File: src/rtl/core/fpa_pkg.sv
`timescale 1ns / 1ps
// ----------------------------------------------------------------------------
// fpa_pkg
// Shared types and constants of the fixed-point to ASCII formatter.
// ----------------------------------------------------------------------------
package fpa_pkg;

    localparam int MAX_FIELD_WIDTH = 32;
    localparam int COL_W = $clog2(MAX_FIELD_WIDTH);

    localparam logic [2:0] REG_SCALE  = 3'd0;
    localparam logic [2:0] REG_RADIX  = 3'd1;
    localparam logic [2:0] REG_WIDTH  = 3'd2;
    localparam logic [2:0] REG_FRAC   = 3'd3;
    localparam logic [2:0] REG_FILL   = 3'd4;
    localparam logic [2:0] REG_SIGNED = 3'd5;

    localparam logic [7:0] CH_MINUS = 8'h2D;
    localparam logic [7:0] CH_POINT = 8'h2E;
    localparam logic [7:0] CH_ZERO  = 8'h30;
    localparam logic [7:0] CH_ALPHA = 8'h37;

    typedef enum logic [3:0] {
        S_IDLE,
        S_DIV_I,
        S_POW,
        S_MUL,
        S_DIV_F,
        S_SETUP,
        S_DIG_I,
        S_POINT,
        S_DIG_F,
        S_OUT
    } t_state;

    function automatic logic [7:0] digit_char(input logic [5:0] d);
        return (d < 6'd10) ? (CH_ZERO + {2'b0, d}) : (CH_ALPHA + {2'b0, d});
    endfunction

endpackage

File: src/rtl/core/fixed_point_to_ascii_formatter.sv
`timescale 1ns / 1ps
// ----------------------------------------------------------------------------
// fixed_point_to_ascii_formatter
// Formats one fixed-point value as a fixed-width ASCII field.
// ----------------------------------------------------------------------------
// Usage: write registers over the cfg channel (i_cfg_valid/o_cfg_ready,
// index, data) while idle. Pulse i_start while o_busy is low with i_value.
// The block then emits field_width beats on o_out_char, one per o_strobe
// cycle, leftmost first, with o_last_char on the final beat.
// A shared restoring divider (one quotient bit per cycle) does every
// division: the integer split, then (after a multiply-by-radix loop that
// forms radix**frac_digits and a step that scales the remainder) the 64-bit
// fraction division, then one division per emitted digit; each pad column
// takes a single step, and the field_width output beats follow. Short
// values take far less, since digit loops stop dividing once the quotient
// reaches zero.
// Reset returns registers to defaults and the sequencer to idle. The
// receiver cannot stall; results are shown for exactly one cycle each.
// ----------------------------------------------------------------------------
module fixed_point_to_ascii_formatter (
    input  logic        i_clk,
    input  logic        i_rst_n,
    input  logic        i_start,
    output logic        o_busy,
    input  logic signed [32:0] i_value,
    input  logic        i_cfg_valid,
    output logic        o_cfg_ready,
    input  logic [2:0]  i_cfg_index,
    input  logic [31:0] i_cfg_data,
    output logic        o_strobe,
    output logic [7:0]  o_out_char,
    output logic        o_last_char
);
    import fpa_pkg::*;

    logic [31:0] r_scale;
    logic [5:0]  r_radix, r_fwidth;
    logic [2:0]  r_frac;
    logic [7:0]  r_fill;
    logic        r_signed;

    t_state r_state, n_state;
    logic [7:0]  r_buf [MAX_FIELD_WIDTH];
    logic [63:0] r_dq;       // dividend / quotient shift register
    logic [32:0] r_drem;     // partial remainder
    logic [6:0]  r_cnt;
    logic [31:0] r_div;
    logic [31:0] r_ipart, r_fpart;
    logic [31:0] r_power;
    logic [5:0]  r_base, r_width, r_ilen;
    logic [2:0]  r_prec;
    logic        r_neg;
    logic [5:0]  r_col, r_left;
    logic        r_first;
    logic        r_dbusy;
    logic        r_strobe;
    logic [7:0]  r_char;
    logic        r_last;

    logic [32:0] w_trial;
    logic        w_ge;
    logic [63:0] w_mul;
    logic [31:0] w_mag;
    logic        w_vneg;
    logic [5:0]  w_base, w_width;
    logic [2:0]  w_prec;

    assign o_cfg_ready = (r_state == S_IDLE);
    assign o_busy      = (r_state != S_IDLE);
    assign o_strobe    = r_strobe;
    assign o_out_char  = r_char;
    assign o_last_char = r_last;

    always_ff @(posedge i_clk) begin
        if (!i_rst_n) begin
            r_scale  <= 32'd1;
            r_radix  <= 6'd10;
            r_fwidth <= 6'd8;
            r_frac   <= 3'd0;
            r_fill   <= 8'd32;
            r_signed <= 1'b1;
        end else if (i_cfg_valid && o_cfg_ready) begin
            unique case (i_cfg_index)
                REG_SCALE:  r_scale  <= i_cfg_data;
                REG_RADIX:  r_radix  <= i_cfg_data[5:0];
                REG_WIDTH:  r_fwidth <= i_cfg_data[5:0];
                REG_FRAC:   r_frac   <= i_cfg_data[2:0];
                REG_FILL:   r_fill   <= i_cfg_data[7:0];
                REG_SIGNED: r_signed <= i_cfg_data[0];
                default: ;
            endcase
        end
    end

    always_comb begin
        w_base  = (r_radix < 6'd2) ? 6'd2 : ((r_radix > 6'd36) ? 6'd36 : r_radix);
        w_width = (r_fwidth == 6'd0) ? 6'd1 :
                  ((r_fwidth > 6'(MAX_FIELD_WIDTH)) ? 6'(MAX_FIELD_WIDTH) : r_fwidth);
        w_prec  = (r_frac > 3'd6) ? 3'd6 : r_frac;
        if ({3'b0, w_width} < {6'b0, w_prec} + 9'd2)
            w_prec = (w_width >= 6'd2) ? 3'(w_width - 6'd2) : 3'd0;
        w_vneg = 1'b0;
        if (r_signed) begin
            if (i_value < -33'sd2147483648) w_mag = 32'h8000_0000;
            else if (i_value > 33'sd2147483647) w_mag = 32'h7FFF_FFFF;
            else if (i_value[32]) w_mag = 32'(-i_value);
            else w_mag = i_value[31:0];
            w_vneg = i_value[32];
        end else begin
            w_mag = i_value[32] ? 32'd0 : i_value[31:0];
        end
    end

    // shared divider step and multiplier
    assign w_trial = {r_drem[31:0], r_dq[63]} - {1'b0, r_div};
    assign w_ge    = ~w_trial[32] | r_drem[32];
    assign w_mul   = (r_state == S_POW) ? {32'b0, r_power} * {58'b0, r_base}
                                        : {32'b0, r_drem[31:0]} * {32'b0, r_power};

    always_comb begin
        n_state = r_state;
        unique case (r_state)
            S_IDLE:  if (i_start) n_state = S_DIV_I;
            S_DIV_I: if (r_cnt == 7'd63) n_state = S_POW;
            S_POW:   if (r_cnt[2:0] == r_prec) n_state = S_MUL;
            S_MUL:   n_state = S_DIV_F;
            S_DIV_F: if (r_cnt == 7'd63) n_state = S_SETUP;
            S_SETUP: n_state = S_DIG_I;
            S_DIG_I: if (r_left == 6'd0) n_state = (r_prec != 3'd0) ? S_POINT : S_OUT;
            S_POINT: n_state = S_DIG_F;
            S_DIG_F: if (r_left == 6'd0) n_state = S_OUT;
            S_OUT:   if (r_col + 6'd1 == r_width) n_state = S_IDLE;
            default: n_state = S_IDLE;
        endcase
    end

    always_ff @(posedge i_clk) begin
        if (!i_rst_n) r_state <= S_IDLE;
        else r_state <= n_state;
    end

    // datapath of every state; in the digit loop, r_dbusy marks a division in progress
    always_ff @(posedge i_clk) begin
        if (!i_rst_n) begin
            r_strobe <= 1'b0;
            r_dbusy  <= 1'b0;
            r_cnt    <= '0;
        end else begin
            r_strobe <= 1'b0;
            unique case (r_state)
                S_IDLE: begin
                    if (i_start) begin
                        r_base  <= w_base;
                        r_width <= w_width;
                        r_prec  <= w_prec;
                        r_ilen  <= (w_prec != 3'd0) ? w_width - {3'b0, w_prec} - 6'd1
                                                    : w_width;
                        r_neg   <= w_vneg;
                        r_div   <= (r_scale == 32'd0) ? 32'd1 : r_scale;
                        r_dq    <= {w_mag, 32'b0};
                        r_drem  <= '0;
                        r_cnt   <= 7'd32;
                    end
                end
                S_DIV_I, S_DIV_F: begin
                    r_drem <= w_ge ? w_trial : {r_drem[31:0], r_dq[63]};
                    r_dq   <= {r_dq[62:0], w_ge};
                    r_cnt  <= r_cnt + 7'd1;
                    if (r_cnt == 7'd63) begin
                        if (r_state == S_DIV_I) begin
                            r_ipart <= {r_dq[30:0], w_ge};
                            r_power <= 32'd1;
                            r_cnt   <= '0;
                        end else begin
                            r_fpart <= {r_dq[30:0], w_ge};
                        end
                    end
                end
                S_POW: begin
                    if (r_cnt[2:0] != r_prec) begin
                        r_power <= w_mul[31:0];
                        r_cnt   <= r_cnt + 7'd1;
                    end
                end
                S_MUL: begin
                    r_dq   <= w_mul;
                    r_drem <= '0;
                    r_cnt  <= '0;
                end
                S_SETUP: begin
                    r_dbusy <= 1'b0;
                    r_first <= 1'b1;
                    r_div   <= {26'b0, r_base};
                    if (r_neg && r_ipart != 32'd0) begin
                        r_buf[0] <= CH_MINUS;
                        r_left   <= (r_ilen > 6'd1) ? r_ilen - 6'd1 : 6'd0;
                    end else begin
                        r_left <= r_ilen;
                    end
                    r_col <= r_ilen - 6'd1;
                    r_dq  <= {r_ipart, 32'b0};
                end
                S_DIG_I, S_DIG_F: begin
                    if (r_left != 6'd0) begin
                        if (!r_dbusy) begin
                            if (r_first || r_dq[63:32] != 32'd0) begin
                                r_dbusy <= 1'b1;
                                r_drem  <= '0;
                                r_cnt   <= 7'd32;
                            end else begin
                                r_buf[r_col[COL_W-1:0]] <=
                                    (r_state == S_DIG_I) ? r_fill : CH_ZERO;
                                r_col  <= r_col - 6'd1;
                                r_left <= r_left - 6'd1;
                            end
                        end else begin
                            r_drem <= w_ge ? w_trial : {r_drem[31:0], r_dq[63]};
                            r_dq   <= {r_dq[62:0], w_ge};
                            r_cnt  <= r_cnt + 7'd1;
                            if (r_cnt == 7'd63) begin
                                r_dbusy <= 1'b0;
                                r_first <= 1'b0;
                                r_dq    <= {r_dq[30:0], w_ge, 32'b0};
                                r_buf[r_col[COL_W-1:0]] <= digit_char(
                                    w_ge ? w_trial[5:0] : {r_drem[4:0], r_dq[63]});
                                r_col  <= r_col - 6'd1;
                                r_left <= r_left - 6'd1;
                            end
                        end
                    end else begin
                        r_col <= '0;
                    end
                end
                S_POINT: begin
                    r_buf[r_ilen[COL_W-1:0]] <= CH_POINT;
                    r_col   <= r_width - 6'd1;
                    r_left  <= {3'b0, r_prec};
                    r_first <= 1'b1;
                    r_dbusy <= 1'b0;
                    r_dq    <= {r_fpart, 32'b0};
                end
                S_OUT: begin
                    r_strobe <= 1'b1;
                    r_char   <= r_buf[r_col[COL_W-1:0]];
                    r_last   <= (r_col + 6'd1 == r_width);
                    r_col    <= r_col + 6'd1;
                end
                default: ;
            endcase
        end
    end

endmodule
File: config.mk
export PLATFORM = sky130hd
export DESIGN_NAME = fixed_point_to_ascii_formatter
export DESIGN_NICKNAME = d
export VERILOG_FILES = /design/src/rtl/core/fpa_pkg.sv /design/src/rtl/core/fixed_point_to_ascii_formatter.sv
export SDC_FILE = /design/constraint.sdc
export NUM_CORES = 2
export LEC_CHECK = 0
export BUFFER_PORTS_ARGS = -buffer_cell sky130_fd_sc_hd__clkbuf_2
export CAP_MARGIN = 20
export CELL_PAD_IN_SITES_DETAIL_PLACEMENT = 1
export CELL_PAD_IN_SITES_GLOBAL_PLACEMENT = 2
export CORE_ASPECT_RATIO = 1.5
export CORE_UTILIZATION = 43
export CTS_CLUSTER_SIZE = 40
export DETAILED_ROUTE_END_ITERATION = 8
export PLACE_DENSITY = 0.89
export SLEW_MARGIN = 20
export SYNTH_ARGS = -nofsm -noshare
export SYNTH_HDL_FRONTEND = slang
export SYNTH_SLANG_ARGS = --single-unit
File: constraint.sdc
create_clock -name i_clk -period 14.4 [get_ports i_clk]
set_clock_uncertainty 0.2 [all_clocks]
set_input_delay 1.44 -clock i_clk [delete_from_list [all_inputs] [get_ports i_clk]]
set_output_delay 1.44 -clock i_clk [all_outputs]
set_load 0.01 [all_outputs]
After elaboration in Yosys (flattened, before gate mapping) --
Memory sizes are Yosys's and may differ from the RTL's. A register that Yosys moved wholly into a read port is not among the register bits. Cells that the tools add are included.
Storage, ports and cells: bits in registers 330, memory bits (writable) 256, input bits 72, logic and storage cells 240, memories 1
Memories:
- r_buf | depth 32, bits a word 8, rd ports 1, clocked after memory_dff 1, write ports 1, RTL line fixed_point_to_ascii_formatter.sv:43 | logic [7:0] r_buf [MAX_FIELD_WIDTH];
Operators by class: add/subtract/negate cells 14, $mul 2, order comparisons 10, equal/unequal tests 36, mux-type cells 99, bitwise logic cells 4, reduce and logical (&&, ||, !) cells 48
Operator list (number):
- 64-bit case mux with 6 select lines | 1
- 32-bit 2-to-1 mux | 10
- 64-bit 2-to-1 mux | 5
- 33-bit 2-to-1 mux | 5
- 33-bit case mux with 4 select lines | 1
- 32-bit case mux with 2 select lines | 2
- 6-bit 2-to-1 mux | 15
- 32-bit by 32-bit multiplier with 64-bit output | 1
- 32-bit nonzero test | 2
- 7-bit 2-to-1 mux | 8
- 4-bit case mux with 10 select lines | 1
- 32-bit by 6-bit multiplier with 38-bit output | 1
- 7-bit case mux with 5 select lines | 1
- 33-bit by 32-bit > comparator with 1-bit output (second input constant) | 1
- 33-bit by 32-bit less-than comparator with 1-bit output (second input constant) | 1
- 33-bit by 32-bit subtractor with 33-bit output | 1
- 32-bit zero test | 1
- 4-bit 2-to-1 mux | 8
- 8-bit 2-to-1 mux | 4
- 32-bit negator | 1
- 5-bit AND reduction | 6
- 6-bit by 1-bit subtractor with 6-bit output (second input constant) | 5
- 1-bit 2-to-1 mux | 29
- 6-bit case mux with 4 select lines | 1
- other kinds (50) | 102

Logic depth before layout (Yosys ltp) --
depth in word-level cells 12, gate-level depth with buffers 29, gate-level depth less buffers 26

Least setup slack after synthesis --
No wires, ideal clock.
kind register -> register, from register r_power[2], to register r_dq[56] (data pin), setup time 0.269 ns, arrival 7.449 ns, data required time 13.931 ns, setup slack 6.482 ns, cell stages (with the launch flop) 28, period minus slack after synthesis 7.918 ns, cell sequence edfxtp_1 clkbuf_1 clkbuf_1 and2_1 fa_1 inv_1 fa_1 fa_1 fa_1 inv_1 fa_1 inv_1 fa_1 inv_1 fa_1 fa_1 ha_1 clkbuf_1 nand2_1 o21ai_0 and3_1 a2111oi_0 a31oi_1 o31ai_1 o21ai_0 a31oi_1 xor2_1 o22ai_1
On the way: word-level cells in the longest chain between the ends 3
RTL lines:
- from (decl) | RTL line fixed_point_to_ascii_formatter.sv:49 | logic [31:0] r_power;
- from (signal assigned) | RTL line fixed_point_to_ascii_formatter.sv:181 | r_power <= w_mul[31:0];
- 32-bit by 32-bit multiplier with 64-bit output | RTL line fixed_point_to_ascii_formatter.sv:118 | : {32'b0, r_drem[31:0]} * {32'b0, r_power};
- 64-bit 2-to-1 mux | RTL line fixed_point_to_ascii_formatter.sv:117 | assign w_mul = (r_state == S_POW) ? {32'b0, r_power} * {58'b0, r_base}
- 64-bit case mux with 6 select lines | RTL line fixed_point_to_ascii_formatter.sv:150 | unique case (r_state)
- to (signal assigned) | RTL line fixed_point_to_ascii_formatter.sv:160 | r_dq <= {w_mag, 32'b0};
- to (signal assigned) | RTL line fixed_point_to_ascii_formatter.sv:167 | r_dq <= {r_dq[62:0], w_ge};
- to (signal assigned) | RTL line fixed_point_to_ascii_formatter.sv:186 | r_dq <= w_mul;
- to (decl) | RTL line fixed_point_to_ascii_formatter.sv:44 | logic [63:0] r_dq;
No other way between the ends. A chain may end at the register's enable or synchronous reset.

Worst setup path after layout --
from register r_drem[10], to register r_dq[63] (data pin)
On the way: word-level cells in the longest chain between the ends 3
RTL lines:
- from (decl) | RTL line fixed_point_to_ascii_formatter.sv:45 | logic [32:0] r_drem;
- from (signal assigned) | RTL line fixed_point_to_ascii_formatter.sv:166 | r_drem <= w_ge ? w_trial : {r_drem[31:0], r_dq[63]};
- from (signal assigned) | RTL line fixed_point_to_ascii_formatter.sv:217 | r_drem <= w_ge ? w_trial : {r_drem[31:0], r_dq[63]};
- 32-bit by 32-bit multiplier with 64-bit output | RTL line fixed_point_to_ascii_formatter.sv:118
- 64-bit 2-to-1 mux | RTL line fixed_point_to_ascii_formatter.sv:117
- 64-bit case mux with 6 select lines | RTL line fixed_point_to_ascii_formatter.sv:150
No other way between the ends.

==> results.sh <==
export IMPL_status="completed"
export IMPL_crit_family="adder cells"
export IMPL_hpwl_um=157200
export IMPL_crit_type="reg -> reg"
export IMPL_rsz0062_at_grt="no"
export IMPL_synth_area_per_cell_um2=10.13
export IMPL_relSlewSlack_pct=16.03
export IMPL_ys_warn_count=0
export IMPL_route_detailed_drc=0
export IMPL_final_setup_tns_ns=0
export IMPL_clk_pin_slew_ns=0.08
export IMPL_die_w_um=323.2
export IMPL_wl_per_cell_um=24.65
export IMPL_grt_pass1_wl_um=327200
export IMPL_layout_common_cells="fa_1, inv_1, nand2_1"
export IMPL_crit_path_max_incr_delay_ns=0.71
export IMPL_cts_sinks=594
export IMPL_grt_start_max_net_pins=85
export IMPL_die_area_mm2=0.1563
export IMPL_hold_path_class="reg -> reg"
export IMPL_syn_nets=8000
export IMPL_via_per_inst=5.714
export IMPL_synth_seq_cells=594
export IMPL_layout_drive_gt1_share_pct=6.747
export IMPL_n_fill_cell=16870
export IMPL_cts_setup_buffers=0
export IMPL_htree_levels=2
export IMPL_dieHeight_um=483.7
export IMPL_clockBufferDepth=3
export IMPL_core_area_mm2=0.1535
export IMPL_area_delta_synth_final_pct=6.784
export IMPL_grt_usage_pct=27.56
export IMPL_gp_congestion=0.9094
export IMPL_grt_pass1_vias=55940
export IMPL_numCtsBuffers=57
export IMPL_worst_ep_required_time_ns=14.60
export IMPL_multi_input_area_mm2=0.04418
export IMPL_synth_edf_count=525
export IMPL_clk_latency_ns=0.72
export IMPL_cts_hold_buf=0
export IMPL_cpMostUsedCell="fa_1"
export IMPL_fin_nets=7860
export IMPL_drt_wl_total_um=210300
export IMPL_critPathMaxFanout=33
export IMPL_overflow=0
export IMPL_port_buffers=83
export IMPL_hold_viol=0
export IMPL_worst_slew_pin_slew_ns=1.243
export IMPL_ios=84
export IMPL_seq_area_mm2=0.01715
export IMPL_fmax_mhz=107.5
export IMPL_synth_area_mm2=0.06652
export IMPL_yosysSeqAreaShare_pct=25.77
export IMPL_vias=48730
export IMPL_antenna_found_initial=7
export IMPL_netlist_instances=6568
export IMPL_ant_nets=0
export IMPL_synthArstFlopShare_pct=0
export IMPL_worstSetupStartpointType="flop"
export IMPL_fin_crit_ns=9.299
export IMPL_yosysUniqueCellTypes=83
export IMPL_cts_root_buf="clkbuf_16"
export IMPL_placed_area_mm2=0.06892
export IMPL_cts_resized=0
export IMPL_crit_path_top_delay_cell="a2111oi_0"
export IMPL_drv_cap=0
export IMPL_drtIter0Drc=2612
export IMPL_cts_tree="built"
export IMPL_endpoint_kind="flop"
export IMPL_fin_crit_sh_pct=64.58
export IMPL_final_area_mm2=0.07104
export IMPL_first_pass_iters=5
export IMPL_critPathBufInv=5
export IMPL_arrival_ns=9.50
export IMPL_rows=176
export IMPL_final_common_cell="fa_1"
export IMPL_initial_core_util_pct=43.34
export IMPL_synthFlopType="edfxtp_1"
export IMPL_setup_viol=0
export IMPL_slew_violations=0
[cells by family after synthesis]
kind of cell | share of synthesized area, %
multiplexers | 4.192
adder cells (fa/ha/maj) | 37.00
XOR/XNOR | 1.751
buffers and inverters | 7.924
AND/OR/NAND/NOR | 15.76
flip-flops | 25.77
AO/OA/AOI/OAI | 7.599
[cell usage after synthesis (all sizes together), types with 13 or more instances]
library cell	number	area (µm²)
a211oi	29	217.7
and2	627	3923
nand2b	29	181.4
and3	26	162.7
a31oi	24	150.1
clkbuf	367	1378
o31ai	13	102.6
mux2i	75	750.7
nor2b	79	494.2
o22ai	16	100.1
a21boi	41	307.8
mux2	21	236.5
a21o	68	510.5
fa	1011	20240
o21a	18	135.1
buf	25	98.85
nand4	37	231.5
xnor2	68	595.6
xor2	65	569.3
nand3	48	240.2
mux4	80	1802
a21oi	194	970.9
nor2	190	713.2
ha	349	4367
o21ai	206	1031
inv	1010	3791
nor4	40	256.5
or3	17	111.4
nor3	53	265.3
o21bai	14	105.1
dfxtp	69	1381
nand2	910	3416
a221oi	37	324.1
edfxtp	525	15770
a221o	16	160.2
[through the flow]
| stage | hold slack, ns | util, % | instances | setup WS [ns] |
|---|---|---|---|---|
| floorplan | 0.2457 | - | 6568 | 6.482 |
| global placement | 0.2714 | 44.90 | 8416 | 5.353 |
| detailed placement | 0.2825 | 44.90 | 8416 | 5.152 |
| CTS | 0.2907 | 46.27 | 8524 | 5.073 |
| global route | 0.3194 | 46.28 | 8525 | 4.699 |
| finish | 0.2859 | 46.28 | 8528 | 5.101 |
[worst reg2reg max path: cells and delay by family, from the launching register on]
family	cells	cell delay, ns
and+or+nand+nor	6	1.26
DFF	1	0.42
AOI/OAI and AO/OA	5	2.05
buffers and inverters	5	0.54
adders and majority gates	9	4.54
[registers in the layout (all words and copies together) (netlist names), 3 cells and up]
register,flops
r_ilen,6
r_dq,64
r_power,32
r_drem,33
r_scale,32
r_frac,3
r_div,32
o_out_char,8
r_base,6
r_ipart,32
r_col,6
r_state,4
r_buf,256
r_fpart,32
r_fwidth,6
r_left,6
r_prec,3
r_width,6
r_cnt,7
r_fill,8
r_radix,6
[worst paths after layout]
kind	startpoint	to	slack (ns)	depth (start not counted)
worst max-delay path	r_drem[10]$_DFFE_PP_	r_dq[63]$_DFFE_PP_	5.10	25
worst min-delay path	r_scale[15]$_SDFFE_PN0P_	r_scale[15]$_SDFFE_PN0P_	0.29	2
worst max register to register	r_drem[10]$_DFFE_PP_	r_dq[63]$_DFFE_PP_	5.10	25
worst min register to register	r_scale[15]$_SDFFE_PN0P_	r_scale[15]$_SDFFE_PN0P_	0.29	2
[final cells by class]
cell class	count	area share (%)
antenna	4	0.01409
clock buffer	66	2.084
clock inverter	42	0.8719
inverter	1011	5.342
multi-input combinational	4571	62.20
sequential	594	24.14
tap	2047	3.605
timing repair buffer	193	1.747
[layer usage]
layer	vias up	part of all wire, %	GRT usage [%]
met5	-	0.012	0
met2	1489	54	51.30
met3	639	4.3	3.012
li1	20890	-	-
met4	4	6.6	16.09
met1	25700	35	29.73
Power is left out: the tool's default activity adds up to more than one toggle a clock period on the data nets, which glitch-free logic cannot reach.
